File: src/rtl/fina_pkg.sv
package fina_pkg;

  // Table size default for the tanh knots
  localparam int unsigned TanhEntriesDefault = 256;

  // Field and register widths
  localparam int unsigned SampleW  = 16;
  localparam int unsigned CoefW    = 12;
  localparam int unsigned NumTaps  = 5;
  localparam int unsigned WeightsW = NumTaps * CoefW;
  localparam int unsigned PostW    = 12;
  localparam int unsigned OutW     = 16;

  // Configuration port
  localparam int unsigned CfgIdxW  = 3;
  localparam int unsigned CfgDataW = WeightsW;

  localparam logic [CfgIdxW-1:0] RegWeights   = 3'd0;
  localparam logic [CfgIdxW-1:0] RegBias      = 3'd1;
  localparam logic [CfgIdxW-1:0] RegPrescale  = 3'd2;
  localparam logic [CfgIdxW-1:0] RegModGain   = 3'd3;
  localparam logic [CfgIdxW-1:0] RegUseRelu   = 3'd4;
  localparam logic [CfgIdxW-1:0] RegPostscale = 3'd5;

  localparam logic [WeightsW-1:0]    WeightsReset   = '0;
  localparam logic signed [CoefW-1:0] BiasReset     = 12'sd0;
  localparam logic signed [CoefW-1:0] PrescaleReset = 12'sd256;
  localparam logic signed [CoefW-1:0] ModGainReset  = 12'sd0;
  localparam logic                    UseReluReset  = 1'b0;
  localparam logic [PostW-1:0]        PostscaleReset = 12'd1280;

  // Datapath widths and shifts
  localparam int unsigned InFracW   = 10;               // Q.8 -> Q.18 alignment
  localparam int unsigned ProdW     = 28;               // 12x16 signed product
  localparam int unsigned AccW      = 31;               // bias + five taps
  localparam int unsigned ScaleW    = 28;               // prescale + modulation
  localparam int unsigned PreW      = AccW + ScaleW;    // Q.36 product
  localparam int unsigned PreShift  = 20;               // Q.36 -> Q.16
  localparam int unsigned PW        = PreW - PreShift;  // pre-activation, Q.16
  localparam int unsigned AbsW      = 20;               // |p| clamped to 8.0
  localparam int unsigned KnotW     = 17;               // knot value, Q.16
  localparam int unsigned ActW      = 32;               // activation, Q.16
  localparam int unsigned PostShift = 14;               // Q.24 -> Q.10
  localparam int unsigned PostProdW = ActW + PostW + 1;

  localparam logic signed [OutW-1:0] OutMax = 16'sh7fff;
  localparam logic signed [OutW-1:0] OutMin = 16'sh8000;

  // Request and result payloads
  typedef struct packed {
    logic signed [SampleW-1:0] in_1;
    logic signed [SampleW-1:0] in_2;
    logic signed [SampleW-1:0] in_3;
    logic signed [SampleW-1:0] in_4;
    logic signed [SampleW-1:0] in_5;
    logic signed [SampleW-1:0] mod_in;
  } in_req_t;

  typedef struct packed {
    logic signed [OutW-1:0] out_value;
    logic                   saturated;
  } out_rsp_t;

  // Register file contents
  typedef struct packed {
    logic [WeightsW-1:0]     weights;
    logic signed [CoefW-1:0] bias;
    logic signed [CoefW-1:0] prescale;
    logic signed [CoefW-1:0] mod_gain;
    logic                    use_relu;
    logic [PostW-1:0]        postscale;
  } cfg_t;

  // Stage hand-offs between pipeline sections
  typedef struct packed {
    logic                   valid;
    logic signed [PreW-1:0] pre;
  } pre_stage_t;

  typedef struct packed {
    logic                   valid;
    logic signed [ActW-1:0] act;
  } act_stage_t;

  // Restoring long division, used only while building the knot table
  function automatic logic [63:0] udiv64(input logic [63:0] num, input logic [63:0] den);
    logic [63:0] q;
    logic [64:0] rem;
    q   = '0;
    rem = '0;
    for (int b = 63; b >= 0; b--) begin
      rem = {rem[63:0], num[b]};
      if (rem >= {1'b0, den}) begin
        rem  = rem - {1'b0, den};
        q[b] = 1'b1;
      end
    end
    return q;
  endfunction

  // exp(-16/entries) in Q.30 from a series truncated after its 12th-order term
  function automatic logic [63:0] tanh_ratio(input int unsigned entries);
    logic [63:0]        one;
    logic [63:0]        h;
    logic [63:0]        term;
    logic signed [63:0] sum;
    one  = 64'd1 << 30;
    h    = udiv64(64'd16 << 30, 64'(entries));
    sum  = signed'(one);
    term = one;
    for (int k = 1; k <= 12; k++) begin
      term = udiv64((term * h) >> 30, 64'(k));
      if (k[0]) sum = sum - signed'(term);
      else      sum = sum + signed'(term);
    end
    return (sum > 0) ? unsigned'(sum) : 64'd0;
  endfunction

  // Next exp(-2x) sample in Q.30
  function automatic logic [63:0] tanh_next_e(input logic [63:0] e, input logic [63:0] r);
    logic [63:0] one;
    logic [63:0] nxt;
    one = 64'd1 << 30;
    nxt = (e * r + (one >> 1)) >> 30;
    return (nxt > one) ? one : nxt;
  endfunction

  // Knot value (1-e)/(1+e) in Q.16, rounded
  function automatic logic [63:0] tanh_knot(input logic [63:0] e);
    logic [63:0] one;
    logic [63:0] den;
    one = 64'd1 << 30;
    den = one + e;
    return udiv64(((one - e) << 16) + (den >> 1), den);
  endfunction

endpackage

File: src/rtl/fina_post.sv
module fina_post (
  input  logic                      clk_i,
  input  logic                      rst_ni,
  input  logic                      en_i,
  input  logic [fina_pkg::PostW-1:0] postscale_i,
  input  fina_pkg::act_stage_t      act_i,
  output logic                      rsp_valid_o,
  output fina_pkg::out_rsp_t        rsp_o
);
  import fina_pkg::*;

  localparam int unsigned RndW = PostProdW + 1;
  localparam logic signed [RndW-1:0] PostHalf = RndW'(1) << (PostShift - 1);

  logic                        v1_q, v2_q;
  logic signed [PostProdW-1:0] prod_d, prod_q;
  logic signed [RndW-1:0]      rnd;
  logic signed [RndW-1:0]      o_wide;
  out_rsp_t                    rsp_d, rsp_q;

  // Stage 1: activation times unsigned postscale, Q.24
  assign prod_d = PostProdW'(act_i.act) * PostProdW'(signed'({1'b0, postscale_i}));

  // Stage 2: round half up to Q.10 and clip to 16 bits
  always_comb begin
    rnd    = RndW'(prod_q) + PostHalf;
    o_wide = rnd >>> PostShift;
    if (o_wide > RndW'(OutMax)) begin
      rsp_d.out_value = OutMax;
      rsp_d.saturated = 1'b1;
    end else if (o_wide < RndW'(OutMin)) begin
      rsp_d.out_value = OutMin;
      rsp_d.saturated = 1'b1;
    end else begin
      rsp_d.out_value = OutW'(o_wide);
      rsp_d.saturated = 1'b0;
    end
  end

  always_ff @(posedge clk_i or negedge rst_ni) begin
    if (!rst_ni) begin
      v1_q <= 1'b0;
      v2_q <= 1'b0;
    end else if (en_i) begin
      v1_q <= act_i.valid;
      v2_q <= v1_q;
    end
  end

  always_ff @(posedge clk_i) begin
    if (en_i) begin
      prod_q <= prod_d;
      rsp_q  <= rsp_d;
    end
  end

  assign rsp_valid_o = v2_q;
  assign rsp_o       = rsp_q;

endmodule

File: config.mk
export PLATFORM = sky130hd
export DESIGN_NAME = fina_post
export DESIGN_NICKNAME = d
export VERILOG_FILES = /design/src/rtl/fina_pkg.sv /design/src/rtl/fina_post.sv
export SDC_FILE = /design/constraint.sdc
export NUM_CORES = 1
export LEC_CHECK = 0
export BUFFER_PORTS_ARGS = -buffer_cell sky130_fd_sc_hd__buf_2
export CORE_MARGIN = 1.5
export CORE_UTILIZATION = 35
export DETAILED_ROUTE_END_ITERATION = 8
export HOLD_SLACK_MARGIN = 0.06
export SYNTH_ARGS = -nofsm -noshare
export SYNTH_HDL_FRONTEND = slang
export SYNTH_SLANG_ARGS = --single-unit
File: constraint.sdc
create_clock -name clk_i -period 4.4 [get_ports clk_i]
set_clock_uncertainty 0.15 [all_clocks]
set_input_delay 1.32 -clock clk_i [delete_from_list [all_inputs] [get_ports clk_i]]
set_output_delay 1.32 -clock clk_i [all_outputs]
set_load 0.01 [all_outputs]
==> results_dict.tcl <==
set metrics [dict create \
    crit_fanout 5 \
    fmax_mhz 152 \
    routed-wl-met2_um 19400 \
    layout_setup_ws_ns -2.18 \
    final_util 0.449 \
    fp-row-count 76 \
    violations "negative setup slack" \
    worstMarginPinSlew_ns 0.846 \
    start_util 0.354 \
    cp_cell_sequence "buf_12 > buf_8 > and2_4 > fa_1 > inv_1 > fa_1 > inv_2 > fa_1 > fa_1 > inv_1 > fa_1 > inv_2 > ha_4 > nand3_4 > or3_4 > or2_4 > o22ai_4 > buf_6 > o31a_1 > buf_4 > nor2_4 > o21a_1 > buf_4 > xnor2_1" \
    hold_buffers 0 \
    portBuffers 65 \
    grt_max_degree 39 \
    num_vias 11500 \
    startpoint_type "input pin" \
    clock_latency_ns 0.30 \
    synth_seq_cells 51 \
    worstPathArrival_ns 6.48 \
    setup_viol 32 \
    finalCritPeriodShare 1.50 \
    routed.top_layer "met4" \
    slowest_stage "fa_1" \
    ys_seq_area_frac 0.0999 \
    layout.nets 2398 \
    dpl.hpwl_um 31800 \
    drt-initial-drc-count 451 \
    firstDrtPassIters 5 \
    synth-async-reset-ratio 0.0392 \
    grt-ovfl-total 0 \
    hold_viol 0 \
    ys_types 60 \
    fin_crit_ns 6.58 \
    first_global_vias 12700 \
    drv_cap 0 \
    antenna_found_initial 1 \
    ys.flop_type "edfxtp_1" \
    cts_tree "built" \
    drive_gt1_frac 0.260 \
    clock_sinks 51 \
    wl_per_cell_um 15.3 \
    die_x_um 212 \
    cts_root_buf "clkbuf_16" \
    drc 0 \
    wl_met3_um 1320 \
    end_kind "flip-flop" \
    dieHeight_um 212 \
    yosys-top-cells-count "432 x inv_1, 337 x fa_1, 240 x nand2_1" \
    grt_pass1_wl_um 64100 \
    relSlewSlack 0.436 \
    slew_violations 0 \
    crit_top_cell "fa_1" \
    core_area_sq_um 43000 \
    min_path_type "reg -> reg" \
    synth_area_leader_cell "fa_1" \
    numCtsBuffers 5 \
    syn_area_sq_um 15200 \
    viasPerCell 4.60 \
    status "finished, violations left" \
    critical_path_class "in -> reg" \
    rsz0062_at_grt "yes" \
    wl_met1_um 17100 \
    synth-edff-count 49 \
    ctsHtreeMaxLevel 2 \
    cp.required_ns 4.29 \
    synth_fp_nets 2156 \
    synth.most_common_cell "inv_1" \
    syn_inst 1675 \
    clk_pin_slew_ns 0.07 \
    cts_max_path_buffers 2 \
    wl_um 38400 \
    synth_top_area_frac 0.443 \
    grt_usage 0.180 \
    io_pins 66 \
    syn2layout_area_growth_pct 26.7 \
    synth.top_cells.by_area "fa_1 44%, inv_1 11%, edfxtp_1 9.7%, ha_1 7.9%, and2_1 7.2%" \
    final_antenna_net_count 0 \
    place_congestion 0.852 \
    synth.avg_cell_area_sq_um 9.09 \
    die_area_sq_um 44800 \
    yosys_warnings 0 \
    slowest_delay_ns 0.53 \
]
final timing paths:
path / startpoint / end / slack (ns) / depth (start not counted)
worst max-delay path: postscale_i[1] / prod_q[32]$_DFFE_PP_ / -2.18 / 24
worst min-delay path: rsp_valid_o$_DFFE_PN0P_ / rsp_valid_o$_DFFE_PN0P_ / 0.35 / 1
worst max register to register: prod_q[15]$_DFFE_PP_ / rsp_o[13]$_SDFFCE_PN1P_ / 1.01 / 8
worst min register to register: rsp_valid_o$_DFFE_PN0P_ / rsp_valid_o$_DFFE_PN0P_ / 0.35 / 1
max in group asynchronous: rst_ni / v1_q$_DFFE_PN0P_ / 3.36 / 1
min in group asynchronous: rst_ni / rsp_valid_o$_DFFE_PN0P_ / 0.64 / 1
critical path: cells and delay by family:
kind	cells	cell delay, ns
adder cells (fa/ha/maj)	6	2.79
buffers and inverters	9	0.84
AND/OR/NAND/NOR	5	0.83
AO/OA/AOI/OAI	3	0.56
XOR/XNOR	1	0.11
layer usage:
metal | up-vias | global-route usage
met5 | - | 0
met4 | 0 | 0.0328
met3 | 40 | 0.0145
met2 | 225 | 0.325
met1 | 5821 | 0.236
li1 | 5423 | -
cells in the final DEF (no fill, tap or decap), types with 5 or more instances in the layout:
cell | synthesis | routed
o211ai_1 | 5 | 5
and2_4 | 0 | 36
buf_6 | 1 | 23
edfxtp_1 | 49 | 49
buf_2 | 1 | 38
ha_1 | 96 | 73
fa_1 | 337 | 333
buf_12 | 0 | 12
clkbuf_16 | 0 | 6
ha_4 | 0 | 21
nand2_2 | 0 | 7
a21oi_1 | 37 | 21
xor2_1 | 20 | 18
nor2_1 | 21 | 20
and2_1 | 174 | 138
a21oi_4 | 0 | 6
xnor2_2 | 0 | 6
nand4_1 | 18 | 18
xnor2_1 | 32 | 25
nand3_1 | 15 | 13
o21ai_0 | 20 | 13
inv_2 | 0 | 27
o21ai_1 | 9 | 10
a21oi_2 | 0 | 10
nor3_1 | 8 | 7
a21o_1 | 6 | 6
inv_1 | 432 | 404
buf_4 | 1 | 232
nand2_1 | 240 | 231
sequential cells by signal, summed over array words and instances, names as in the netlist:
register and cells:
rsp_valid_o 1, rsp_o 17, prod_q 32, v1_q 1
timing repair:
item,4_1_cts,5_1_grt
setup endpoints to repair,32,32
cloned,2,1
endpoints found under the hold margin,0,0
gates resized for setup,119,64
pin swaps,47,69
buffers inserted,22,17
cells by family (layout without fill, tap and decap cells):
kind of cell / Yosys count / after routing / synth area share
multiplexers: 5 / 5 / 0.00345
AO/OA/AOI/OAI: 114 / 114 / 0.0479
XOR/XNOR: 52 / 52 / 0.0299
other: 0 / 1 / 0
AND/OR/NAND/NOR: 509 / 509 / 0.170
buffers and inverters: 511 / 754 / 0.127
adder cells (fa/ha/maj): 433 / 433 / 0.522
flip-flops: 51 / 51 / 0.0999
area by class of cell:
class                           count  area (sq um)
Sequential cell                    51          1520
Tap cell                          585           732
Fill cell                        4144         23700
Multi-Input combinational cell   1113         12600
Antenna cell                        1          2.50
Clock inverter                      3          47.5
Clock buffer                        5           125
Timing Repair Buffer              314          2610
Inverter                          432          1630
through the flow:
step	TNS [ns]	instance area (sq um)	instances	hold WS, ns	setup WS (ns)
finish	-62.01	19300	2504	0.355	-2.18
global route	-67.17	19300	2504	0.385	-2.32
CTS	-60.18	18900	2490	0.363	-2.14
detailed placement	-77.82	18000	2459	0.345	-2.74
global placement	-75.76	18000	2459	0.334	-2.65
floorplan	-54.46	15900	1675	0.325	-2.00
Power is not shown: default switching activity piles up to over one toggle a cycle in this logic, so the estimate is an artifact.
